==> src/rtl/core/kmss_pkg.sv <==
// shared constants and types for the k-median site selection block
`default_nettype none
package kmss_pkg;
    localparam int MAX_GRID_DEF   = 64;
    localparam int MAX_DEMAND_DEF = 128;
    localparam int MAX_SITES_DEF  = 16;
    localparam logic [13:0] TOTAL_MAX = 14'h3FFF;
    localparam logic [1:0] CODE_EMPTY  = 2'd0;
    localparam logic [1:0] CODE_DEMAND = 2'd1;
    localparam logic [1:0] CODE_SITE   = 2'd2;
    localparam logic [1:0] CODE_UNUSED = 2'd3;
    localparam logic [1:0] ST_OK       = 2'd0;
    localparam logic [1:0] ST_FEW      = 2'd1;
    localparam logic [1:0] ST_OVF      = 2'd2;
    localparam logic [0:0] REG_GRID    = 1'd0;
    localparam logic [0:0] REG_PICK    = 1'd1;
    localparam logic [7:0] NEAR_INIT   = 8'd255;

    // manhattan distance of two packed points
    function automatic logic [7:0] manhattan(input logic [11:0] a, input logic [11:0] b);
        logic [5:0] dr;
        logic [5:0] dc;
        dr = (a[11:6] > b[11:6]) ? a[11:6] - b[11:6] : b[11:6] - a[11:6];
        dc = (a[5:0] > b[5:0]) ? a[5:0] - b[5:0] : b[5:0] - a[5:0];
        return {2'b00, dr} + {2'b00, dc};
    endfunction
endpackage
`default_nettype wire

==> src/rtl/core/kmss_cell_if.sv <==
// input channel carrying one grid cell
`default_nettype none
interface kmss_cell_if;
    logic       valid;
    logic       ready;
    logic [1:0] cell_code;
    logic       last_cell;
    modport source(output valid, cell_code, last_cell, input ready);
    modport sink(input valid, cell_code, last_cell, output ready);
endinterface
`default_nettype wire

==> src/rtl/core/kmss_result_if.sv <==
// output channel carrying one search result
`default_nettype none
interface kmss_result_if;
    logic        valid;
    logic        ready;
    logic [13:0] best_total;
    logic [1:0]  status;
    modport source(output valid, best_total, status, input ready);
    modport sink(input valid, best_total, status, output ready);
endinterface
`default_nettype wire

==> src/rtl/core/kmss_ram.sv <==
// generic simple dual port ram (one write port, one read port) with registered read
`default_nettype none
module kmss_ram #(
    parameter int WIDTH = 12,
    parameter int DEPTH = 128,
    localparam int AW = $clog2(DEPTH) > 0 ? $clog2(DEPTH) : 1
) (
    input  wire                      i_clk,
    input  wire                      i_we,
    input  wire [AW-1:0]             i_waddr,
    input  wire [WIDTH-1:0]          i_wdata,
    input  wire [AW-1:0]             i_raddr,
    output logic [WIDTH-1:0]         o_rdata
);
    logic [WIDTH-1:0] r_mem [DEPTH];
    always_ff @(posedge i_clk) begin
        if (i_we) begin
            r_mem[i_waddr] <= i_wdata;
        end
        o_rdata <= r_mem[i_raddr];
    end
endmodule
`default_nettype wire

==> src/rtl/core/k_median_site_selection.sv <==
// top level: grid loader, subset sequencer and shared distance unit
// search: after the last cell the block visits all C(sites,pick) subsets, one
//   distance/compare unit stepping over every demand point and chosen site;
//   error results skip the search and go straight to the output state;
//   the search waits while an older result is held
// throughput: one cell per cycle, not ready from last cell until result registered
// reset: synchronous active low, clears counters and control; stores undefined
`default_nettype none
module k_median_site_selection #(
    parameter int MAX_GRID   = kmss_pkg::MAX_GRID_DEF,
    parameter int MAX_DEMAND = kmss_pkg::MAX_DEMAND_DEF,
    parameter int MAX_SITES  = kmss_pkg::MAX_SITES_DEF
) (
    input  wire         i_clk,
    input  wire         i_rst_n,
    input  wire         i_cfg_we,
    input  wire  [0:0]  i_cfg_index,
    input  wire  [6:0]  i_cfg_data,
    kmss_cell_if.sink     grid_cell,
    kmss_result_if.source result
);
    localparam int DW = $clog2(MAX_DEMAND) > 0 ? $clog2(MAX_DEMAND) : 1;
    localparam int SW = $clog2(MAX_SITES) > 0 ? $clog2(MAX_SITES) : 1;
    localparam int DCW = $clog2(MAX_DEMAND + 1);
    localparam int SCW = $clog2(MAX_SITES + 1);

    typedef enum logic [5:0] {
        S_LOAD  = 6'b000001,
        S_INIT  = 6'b000010,
        S_RD    = 6'b000100,
        S_SITE  = 6'b001000,
        S_NEXT  = 6'b010000,
        S_OUT   = 6'b100000
    } t_state;

    t_state      r_state;
    logic [6:0]  r_grid;
    logic [4:0]  r_pick;
    logic [11:0] r_pos;
    logic [5:0]  r_row, r_col;
    logic [DCW-1:0] r_dcnt;
    logic [SCW-1:0] r_scnt;
    logic        r_ovf;
    logic [SW-1:0] r_idx [MAX_SITES];
    logic [SCW-1:0] r_k;
    logic [13:0] r_best, r_sum;
    logic [7:0]  r_near;
    logic [DW-1:0] r_d;
    logic [SCW-1:0] r_j;
    logic [11:0] r_site [MAX_SITES];
    logic [13:0] r_out_total;
    logic [1:0]  r_out_status;
    logic        r_out_valid;

    // clamped registers
    logic [6:0] w_g;
    logic [SCW-1:0] w_k;
    always_comb begin
        w_g = (r_grid == 7'd0) ? 7'd1 : (r_grid > 7'(MAX_GRID)) ? 7'(MAX_GRID) : r_grid;
        w_k = (r_pick == 5'd0) ? SCW'(1)
            : (32'(r_pick) > MAX_SITES) ? SCW'(MAX_SITES) : SCW'(r_pick);
    end

    logic w_in_tr, w_in_grid, w_dem_we;
    logic [11:0] w_g2;
    assign w_in_tr   = grid_cell.valid && grid_cell.ready;
    assign w_g2      = 12'(w_g) * 12'(w_g) - 12'd1;
    assign w_in_grid = (r_pos <= w_g2) && !(w_g == 7'd64 && 1'b0);
    assign grid_cell.ready = (r_state == S_LOAD);
    assign w_dem_we = w_in_tr && w_in_grid && grid_cell.cell_code == kmss_pkg::CODE_DEMAND
                      && 32'(r_dcnt) < MAX_DEMAND;

    // demand store
    logic [11:0] w_dem_rd;
    kmss_ram #(.WIDTH(12), .DEPTH(MAX_DEMAND)) u_dem (
        .i_clk(i_clk), .i_we(w_dem_we), .i_waddr(r_dcnt[DW-1:0]),
        .i_wdata({r_row, r_col}), .i_raddr(r_d), .o_rdata(w_dem_rd)
    );

    // shared distance unit
    logic [7:0] w_dist;
    logic [SW-1:0] w_jx;
    assign w_jx = r_j[SW-1:0];
    assign w_dist = kmss_pkg::manhattan(w_dem_rd, r_site[r_idx[w_jx]]);

    // subset advance: find rightmost index that can move
    logic w_moved;
    logic [SW-1:0] w_pos;
    always_comb begin
        w_moved = 1'b0;
        w_pos = '0;
        for (int i = 0; i < MAX_SITES; i++) begin
            if (i < 32'(r_k) && 32'(r_idx[i]) < 32'(r_scnt) - 32'(r_k) + i) begin
                w_moved = 1'b1;
                w_pos = SW'(i);
            end
        end
    end

    logic [14:0] w_acc;
    assign w_acc = {1'b0, r_sum} + 15'(r_near);

    // config writes
    always_ff @(posedge i_clk) begin
        if (!i_rst_n) begin
            r_grid <= 7'd5;
            r_pick <= 5'd1;
        end else if (i_cfg_we) begin
            if (i_cfg_index == kmss_pkg::REG_GRID) r_grid <= i_cfg_data;
            else r_pick <= i_cfg_data[4:0];
        end
    end

    // load and search sequencer
    always_ff @(posedge i_clk) begin
        if (!i_rst_n) begin
            r_state <= S_LOAD;
            r_pos <= '0; r_row <= '0; r_col <= '0;
            r_dcnt <= '0; r_scnt <= '0; r_ovf <= 1'b0;
            r_best <= kmss_pkg::TOTAL_MAX;
            r_out_valid <= 1'b0;
            r_k <= '0; r_j <= '0; r_d <= '0;
            for (int i = 0; i < MAX_SITES; i++) r_idx[i] <= '0;
        end else begin
            if (r_out_valid && result.ready) r_out_valid <= 1'b0;
            case (r_state)
                S_LOAD: begin
                    if (w_in_tr) begin
                        if (w_in_grid) begin
                            if (grid_cell.cell_code == kmss_pkg::CODE_DEMAND) begin
                                if (32'(r_dcnt) < MAX_DEMAND) r_dcnt <= r_dcnt + 1'b1;
                                else r_ovf <= 1'b1;
                            end else if (grid_cell.cell_code == kmss_pkg::CODE_SITE) begin
                                if (32'(r_scnt) < MAX_SITES) begin
                                    r_site[r_scnt[SW-1:0]] <= {r_row, r_col};
                                    r_scnt <= r_scnt + 1'b1;
                                end else r_ovf <= 1'b1;
                            end
                        end
                        // row and column follow the position, back to origin on wrap
                        if (r_pos == 12'hFFF) begin
                            r_col <= '0; r_row <= '0;
                        end else if (w_in_grid) begin
                            if (7'(r_col) + 7'd1 >= w_g) begin
                                r_col <= '0; r_row <= r_row + 6'd1;
                            end else r_col <= r_col + 6'd1;
                        end
                        r_pos <= r_pos + 12'd1;
                        if (grid_cell.last_cell) begin
                            r_k <= w_k;
                            r_state <= S_INIT;
                        end
                    end
                end
                S_INIT: begin
                    // hold off while the previous result still waits
                    if (r_out_valid) begin
                        r_state <= S_INIT;
                    end else if (r_ovf) begin
                        r_out_total <= '0; r_out_status <= kmss_pkg::ST_OVF;
                        r_state <= S_OUT;
                    end else if (r_scnt < r_k) begin
                        r_out_total <= '0; r_out_status <= kmss_pkg::ST_FEW;
                        r_state <= S_OUT;
                    end else begin
                        for (int i = 0; i < MAX_SITES; i++) r_idx[i] <= SW'(i);
                        r_best <= kmss_pkg::TOTAL_MAX;
                        r_sum <= '0; r_d <= '0;
                        r_state <= (r_dcnt == '0) ? S_NEXT : S_RD;
                    end
                end
                S_RD: begin
                    // ram read of current demand point
                    r_near <= kmss_pkg::NEAR_INIT;
                    r_j <= '0;
                    r_state <= S_SITE;
                end
                S_SITE: begin
                    if (r_j == r_k) begin
                        r_sum <= w_acc[14] || w_acc[13:0] == 14'h3FFF ? kmss_pkg::TOTAL_MAX
                                 : w_acc[13:0];
                        if (32'(r_d) + 1 >= 32'(r_dcnt)) r_state <= S_NEXT;
                        else begin
                            r_d <= r_d + 1'b1;
                            r_state <= S_RD;
                        end
                    end else begin
                        if (w_dist < r_near) r_near <= w_dist;
                        r_j <= r_j + 1'b1;
                    end
                end
                S_NEXT: begin
                    // cost of this subset is in r_sum
                    if (r_sum < r_best) r_best <= r_sum;
                    r_sum <= '0; r_d <= '0;
                    if (w_moved) begin
                        for (int i = 0; i < MAX_SITES; i++) begin
                            if (i > 32'(w_pos))
                                r_idx[i] <= SW'(32'(r_idx[w_pos]) + 1 + i - 32'(w_pos));
                        end
                        r_idx[w_pos] <= r_idx[w_pos] + 1'b1;
                        r_state <= (r_dcnt == '0) ? S_NEXT : S_RD;
                    end else begin
                        r_out_total <= (r_sum < r_best) ? r_sum : r_best;
                        r_out_status <= kmss_pkg::ST_OK;
                        r_state <= S_OUT;
                    end
                end
                S_OUT: begin
                    if (!r_out_valid) begin
                        r_out_valid <= 1'b1;
                        r_pos <= '0; r_row <= '0; r_col <= '0;
                        r_dcnt <= '0; r_scnt <= '0; r_ovf <= 1'b0;
                        r_state <= S_LOAD;
                    end
                end
                default: r_state <= S_LOAD;
            endcase
        end
    end

    assign result.valid = r_out_valid;
    assign result.best_total = r_out_total;
    assign result.status = r_out_status;

    // checks
    a_busy: assert property (@(posedge i_clk) disable iff (!i_rst_n)
        r_state != S_LOAD |-> !grid_cell.ready) else $error("ready while searching");
    a_cnt: assert property (@(posedge i_clk) disable iff (!i_rst_n)
        32'(r_scnt) <= MAX_SITES) else $error("site count overflow");
    a_ok: assert property (@(posedge i_clk) disable iff (!i_rst_n)
        r_out_valid && r_out_status != kmss_pkg::ST_OK |-> r_out_total == '0)
        else $error("error result with nonzero total");
endmodule
`default_nettype wire

==> src/flat_wrapper.sv <==
// flat-port wrapper written by rule: the top's interface ports become plain ports
module k_median_site_selection_flat 
#(
    parameter int MAX_GRID   = kmss_pkg::MAX_GRID_DEF,
    parameter int MAX_DEMAND = kmss_pkg::MAX_DEMAND_DEF,
    parameter int MAX_SITES  = kmss_pkg::MAX_SITES_DEF
)
  (i_clk, i_rst_n, i_cfg_we, i_cfg_index, i_cfg_data, grid_cell_valid, grid_cell_cell_code, grid_cell_last_cell, grid_cell_ready, result_valid, result_best_total, result_status, result_ready);
  kmss_cell_if grid_cell_i ();
  kmss_result_if result_i ();
  input  wire i_clk;
  input  wire i_rst_n;
  input  wire i_cfg_we;
  input  wire  [0:0] i_cfg_index;
  input  wire  [6:0] i_cfg_data;
  input wire logic [$bits(grid_cell_i.valid)-1:0] grid_cell_valid;
  input wire logic [$bits(grid_cell_i.cell_code)-1:0] grid_cell_cell_code;
  input wire logic [$bits(grid_cell_i.last_cell)-1:0] grid_cell_last_cell;
  output wire logic [$bits(grid_cell_i.ready)-1:0] grid_cell_ready;
  output wire logic [$bits(result_i.valid)-1:0] result_valid;
  output wire logic [$bits(result_i.best_total)-1:0] result_best_total;
  output wire logic [$bits(result_i.status)-1:0] result_status;
  input wire logic [$bits(result_i.ready)-1:0] result_ready;
  assign grid_cell_i.valid = grid_cell_valid;
  assign grid_cell_i.cell_code = grid_cell_cell_code;
  assign grid_cell_i.last_cell = grid_cell_last_cell;
  assign grid_cell_ready = grid_cell_i.ready;
  assign result_valid = result_i.valid;
  assign result_best_total = result_i.best_total;
  assign result_status = result_i.status;
  assign result_i.ready = result_ready;
  k_median_site_selection #(.MAX_GRID(MAX_GRID), .MAX_DEMAND(MAX_DEMAND), .MAX_SITES(MAX_SITES)) u_core (.i_clk(i_clk), .i_rst_n(i_rst_n), .i_cfg_we(i_cfg_we), .i_cfg_index(i_cfg_index), .i_cfg_data(i_cfg_data), .grid_cell(grid_cell_i), .result(result_i));
endmodule
==> config.mk <==
export PLATFORM = sky130hd
export DESIGN_NAME = k_median_site_selection_flat
export DESIGN_NICKNAME = d
export VERILOG_FILES = /design/src/rtl/core/kmss_pkg.sv /design/src/rtl/core/kmss_cell_if.sv /design/src/rtl/core/kmss_result_if.sv /design/src/rtl/core/kmss_ram.sv /design/src/rtl/core/k_median_site_selection.sv /design/src/flat_wrapper.sv
export SDC_FILE = /design/constraint.sdc
export NUM_CORES = 2
export LEC_CHECK = 0
export BUFFER_PORTS_ARGS = -buffer_cell sky130_fd_sc_hd__buf_2
export CORE_MARGIN = 2
export CORE_UTILIZATION = 46
export CTS_BUF_LIST = sky130_fd_sc_hd__clkbuf_2 sky130_fd_sc_hd__clkbuf_4 sky130_fd_sc_hd__clkbuf_8
export DETAILED_ROUTE_END_ITERATION = 8
export PLACE_DENSITY = 0.64
export SLEW_MARGIN = 15
export SYNTH_ARGS = -nofsm -noshare
export SYNTH_HDL_FRONTEND = slang
export SYNTH_SLANG_ARGS = --single-unit
==> constraint.sdc <==
create_clock -name i_clk -period 26.8 [get_ports i_clk]
set_input_delay 5.36 -clock i_clk [delete_from_list [all_inputs] [get_ports i_clk]]
set_output_delay 5.36 -clock i_clk [all_outputs]
set_load 0.03 [all_outputs]
==> Word-level counts from Yosys, hierarchy flattened <==
Memory sizes are Yosys's and may differ from the RTL's. A register that Yosys moved wholly into a read port is not among the register bits.
Index checks and enable logic that the tools add are counted.
{ "totals": {"register_bits": 126, "mem_bits_rw": 1792, "in_bits": 16, "wordCells": 507, "memories": 3} }
{ "memory_table": {"columns": ["memory", "depth", "width", "rd", "rd_clocked_by_memory_dff", "write_ports", "line_no", "rtl"], "rows": [
  ["u_core.u_dem.r_mem", 128, 12, 1, 1, 1, "kmss_ram.sv:15", "logic [WIDTH-1:0] r_mem [DEPTH];"],
  ["u_core.r_site", 16, 12, 1, 0, 1, "k_median_site_selection.sv:50", "logic [11:0] r_site [MAX_SITES];"],
  ["u_core.r_idx", 16, 4, 18, 1, 16, "k_median_site_selection.sv:44", "logic [SW-1:0] r_idx [MAX_SITES];"]
]} }
{ "classes": {"addsub": 64, "mul": 1, "magnitude_cmp": 59, "eq_ne": 34, "mux": 250, "bitwise_logic": 32, "n_reduce_logical": 46} }
{ "op_table": {"columns": ["operator", "count"], "rows": [
  ["4-bit by 32-bit less-than comparator with 1-bit output", 16],
  ["32-bit by 4-bit adder with 32-bit output, second input constant", 8],
  ["14-bit 2-to-1 mux", 13],
  ["4-bit 2-to-1 mux", 43],
  ["32-bit by 3-bit adder with 32-bit output, second input constant", 4],
  ["1-bit 2-to-1 mux", 124],
  ["6-bit 2-to-1 mux", 19],
  ["32-bit by 2-bit adder with 32-bit output, second input constant", 2],
  ["4-bit subtractor", 15],
  ["8-bit 2-to-1 mux", 7],
  ["14-bit case mux with 2 select lines", 2],
  ["5-bit 2-to-1 mux", 11],
  ["7-bit 2-to-1 mux", 7],
  ["14-bit case mux with 3 select lines", 1],
  ["4-bit by 5-bit less-than comparator with 1-bit output, first input constant", 8],
  ["6-bit case mux with 6 select lines", 1],
  ["32-bit by 1-bit adder with 32-bit output, second input constant", 1],
  ["4-bit adder, second input constant", 8],
  ["32-bit by 8-bit greater-or-equal comparator with 1-bit output", 1],
  ["4-bit greater-than comparator, first input constant", 8],
  ["8-bit case mux with 2 select lines", 2],
  ["1-bit OR", 31],
  ["2-bit != test, second input constant", 15],
  ["12-bit 2-to-1 mux", 2],
  ["other kinds (69)", 137]
]} }

==> Longest topological paths before layout <==
{ "depth": {"ltp_word": 26, "ltp_mapped": 44, "ltp_nobuf": 36} }

==> By module <==
From an unflattened synthesis, not the netlist that was laid out.
{ "unflattened": {"hier_cells": 4833, "area_unflattened_um2": 85744.7} }
{ "modules_own_cells": {"columns": ["module", "instances", "cells_each", "area_per_inst_um2"], "rows": [
  ["kmss_ram", 1, 2362, 59125.5],
  ["k_median_site_selection", 1, 2471, 26619.3]
]} }

==> Worst setup path before layout <==
OpenSTA, ideal clock, no wires.
{ "synth_timing": {"path_type": "flip-flop to flip-flop", "startpoint": "register u_core.r_k[1]", "endpoint": "memory u_core.r_idx[3][3] (netlist bit) (data pin)", "arrival_time_ns": 9.929, "t_required_ns": 26.535, "slack_ns": 16.606, "path_stages_with_launch": 38, "path_buffers": 7, "period_less_slack_ns": 10.194, "cell_sequence": "dfxtp_1 > clkbuf_1 > inv_1 > ha_1 > nor2b_1 > o2111ai_1 > nand2_1 > inv_1 > buf_2 > ha_1 > clkbuf_1 > a21oi_1 > ha_1 > nor4_1 > nand4_1 > or4_4 > a2111oi_4 > a31oi_2 > [2 not listed] > buf_6 > o21ai_1 > a31o_1 > a2111oi_4 > clkbuf_1 > ha_1 > inv_1 > clkbuf_1 > ha_1 > ha_1 > fa_1 > buf_1 > inv_1 > o221ai_1 > nor4_1 > o32a_1 > o32a_1 > nor2_1"} }
{ "synth_lines": {"columns": ["item", "line_no", "rtl"], "rows": [
  ["start: declaration", "k_median_site_selection.sv:45", "logic [SCW-1:0] r_k;"],
  ["start signal: assignment", "k_median_site_selection.sv:150", "r_k <= w_k;"],
  ["end: declaration", "k_median_site_selection.sv:44", null]
]} }

==> summary.md <==
| Metric | Value |
|---|---|
| CP required | `27.50 ns` |
| Max-cap violations | `0` |
| Status | `complete, no violations` |
| Peak supply drop | `47.90 uV` |
| Post-Syn Area | `86,080 um2` |
| Slew Viols, Final | `0` |
| Drt via density | `5.890` |
| Crit path DAT | `12.77 ns` |
| Crit Path Class | `register to register` |
| Cell variety after synth | `99` |
| Slowest stage delay, CP | `0.96 ns` |
| Setup tns final | `0 ns` |
| # port buffers | `33` |
| Most used cell, CP | `ha_1` |
| Residual DRC count | `0` |
| Utilization after layout | `0.5167` |
| Register bit total from synthesis | `1,934` |
| Root buffer cell | `clkbuf_8` |
| Final hold slack | `0.4813 ns` |
| Worst rel slew slack | `0.1702` |
| Final WL | `209,800 um` |
| Fin crit share | `0.4506` |
| Worst setup EP type | `register` |
| First-pass GRT wire length | `311,700 um` |
| Unrepaired setup endpoints after global routing | `no` |
| Final hold vios | `0` |
| Reg clk slew, reported paths | `0.05 ns` |
| Total core area | `185,600 um2` |
| Total number of vias | `46,650` |
| Share of cells above drive strength 1 | `0.2488` |
| Synthesis-to-layout area growth | `11.42%` |
| P per Cell Area | `67.30 nW/um2` |
| Routed length per instance | `26.49 um` |
| Post-synth EDFFs | `1,830` |
| Final setup vio count | `0` |
| Worst-Margin Slew | `1.240 ns` |
| Largest net degree at the start of global routing | `124` |
| TritonCTS clock tree | `yes` |
| GPL Wtd Cong | `0.9412` |
| Post-CTS repair timing setup buffer count | `0` |
| Synthesized area per cell | `17.44 um2` |
| Width of the die | `436.6 um` |
| Post-DP HPWL | `132,200 um` |
| Dpl cells | `7,369` |
| Routed Antenna Nets | `0` |
| Rows | `158` |
| Clock Latency Late Sink | `1.02 ns` |
| Initial Utilization | `0.4637` |
| YS warnings | `0` |
| Drt initial violations | `4,868` |
| DR pass1 iterations | `6` |
| Fmax | `82.82 MHz` |
| CP Max Fanout | `24` |
| Post-Layout Cell Count | `7,920` |
| Critical-path top delay cell | `ha_1` |
| Sequential cell area fraction in the yosys report | `0.6625` |
| Nets | `5,589` |
| CTS HTree Levels | `5` |
| Hold Buf Count CTS | `0` |
| TritonCTS Buffers | `329` |
| CTS sink cnt | `1,934` |
| Post-Syn Instances | `4,936` |
| Post-CTS sizing | `0` |
| IO Pins | `34` |
| Initial antenna violation count | `7` |
| Vias in the first global route | `46,370` |
| Leakage | `31.96 nW` |
| Ys flop type | `edfxtp_1` |
| HP Class | `register to register` |
| Total grt overflow | `0` |
| Die area | `190,600 um2` |
| Total GRT Usage | `0.2196` |
| Die Ht | `436.6 um` |
| Startpoint class of the critical path | `register` |
| Final worst clock skew | `0.06271 ns` |
| Period minus WS final | `12.08 ns` |
| Async SR Flop Fraction | `0` |
| Max clock buf depth | `4` |
[cell type report]
| type | count | area (um2) |
|---|---|---|
| Timing Repair Buffer | 193 | 1419 |
| Inverter | 184 | 693.2 |
| Clock inverter | 109 | 664.4 |
| Tap cell | 2480 | 3103 |
| Clock buffer | 439 | 5416 |
| Multi-Input combinational cell | 2580 | 27520 |
| Sequential cell | 1934 | 57100 |
| Antenna cell | 1 | 2.502 |
| Fill cell | 14890 | 89720 |
[state kept, by name, indices dropped and copies added (netlist names), 6 cells and up, named ones only]
register / flops
u_core.r_idx: 64
u_core.r_site: 192
u_core.u_dem.r_mem: 1536
u_core.r_near: 8
u_core.u_dem.o_rdata: 12
u_core.r_col: 6
u_core.r_state: 6
u_core.r_d: 7
u_core.r_pos: 12
u_core.r_best: 14
u_core.r_row: 6
u_core.r_dcnt: 8
u_core.result.best_total: 14
u_core.r_grid: 7
u_core.r_sum: 14
[logic make-up after synthesis]
group | after synthesis | share of synthesized area
muxes | 638 | 0.1578
adders and majority gates | 351 | 0.05398
buffers and inverters | 431 | 0.01968
AOI/OAI and AO/OA | 546 | 0.04231
xor gates and xnor gates | 116 | 0.01237
and+or+nand+nor | 918 | 0.05125
DFF | 1934 | 0.6625
other | 2 | 0.00008724
[where the power goes]
group	internal (W)	switching [W]	leakage [nW]
logic	0.000240	0.000401	10.8
clock network	0.00137	0.00113	3.20
registers	0.00329	0.0000227	18.0
[path summary, 6_finish.rpt]
path                                      start                            end  slack [ns]  cells past startpoint
setup / recovery     u_core.r_k[0]$_SDFFE_PN0P_   u_core.r_idx[3][3]$_DFFE_PP_       14.73                     33
hold / removal    u_core.r_pick[3]$_SDFFE_PN0P_  u_core.r_pick[3]$_SDFFE_PN0P_        0.48                      2
setup reg to reg     u_core.r_k[0]$_SDFFE_PN0P_   u_core.r_idx[3][3]$_DFFE_PP_       14.73                     33
hold reg to reg   u_core.r_pick[3]$_SDFFE_PN0P_  u_core.r_pick[3]$_SDFFE_PN0P_        0.48                      2
[metrics by stage]
step | worst slack (ns) | cell area, um2 | power [W]
2_1_floorplan | 16.61 | 86120 | 0.003821
3_3_place_gp | 15.09 | 89710 | 0.004003
3_5_place_dp | 14.93 | 89720 | 0.004011
4_1_cts | 14.90 | 95800 | 0.006508
5_1_grt | 13.86 | 95910 | 0.006709
6_report | 14.73 | 95910 | 0.006455
[per-layer routing]
metal	track usage	wire length [um]	part of all wire
met1	0.3270	93180	0.44
met2	0.3325	96400	0.46
met3	0.03579	14190	0.068
met4	0.06976	6032	0.029
met5	0	7	0.000033
[synthesized netlist by cell type, types with 13 or more instances]
library cell / instances / area share
nor4_1: 21 / 0.0015
nand2b_1: 43 / 0.0031
mux2_2: 27 / 0.0035
mux2i_1: 38 / 0.0044
fa_1: 34 / 0.0079
o21a_1: 20 / 0.0017
clkbuf_1: 171 / 0.0075
o211ai_1: 17 / 0.0015
o21ai_0: 103 / 0.0060
inv_1: 178 / 0.0078
a21o_1: 44 / 0.0038
xor2_1: 45 / 0.0046
a21oi_1: 165 / 0.0096
mux4_2: 572 / 0.15
nor2b_1: 51 / 0.0037
ha_1: 317 / 0.046
xnor2_1: 67 / 0.0068
nand3_1: 97 / 0.0056
a22oi_1: 20 / 0.0017
nor4b_1: 13 / 0.0013
buf_2: 19 / 0.0011
dfxtp_1: 104 / 0.024
a31oi_1: 19 / 0.0014
nor3_1: 50 / 0.0029
buf_1: 47 / 0.0020
and3_1: 15 / 0.0011
nor2_1: 300 / 0.013
and2_1: 19 / 0.0014
edfxtp_1: 1830 / 0.64
nand2_1: 212 / 0.0092
nand4_1: 34 / 0.0025
[critical path, delay by kind of cell, from the launching register on]
family	cells	cell delay [ns]
AND/OR/NAND/NOR	8	2.64
flip-flops	1	0.50
AO/OA/AOI/OAI	11	2.86
adder cells (fa/ha/maj)	9	4.20
buffers and inverters	5	1.55
[cell usage in the layout (no fill, tap or decap), drive strengths merged, types with 97 or more instances in the layout]
| master | synthesis | routed |
|---|---|---|
| a21oi | 167 | 167 |
| nand2 | 212 | 212 |
| inv | 180 | 180 |
| clkbuf | 171 | 439 |
| mux4 | 572 | 572 |
| dfxtp | 104 | 104 |
| clkinv | 4 | 98 |
| edfxtp | 1830 | 1830 |
| o21ai | 113 | 113 |
| nor2 | 301 | 301 |
| ha | 317 | 317 |
| nand3 | 97 | 97 |
| buf | 76 | 193 |
No activity file was read; power rests on OpenSTA's default activity.
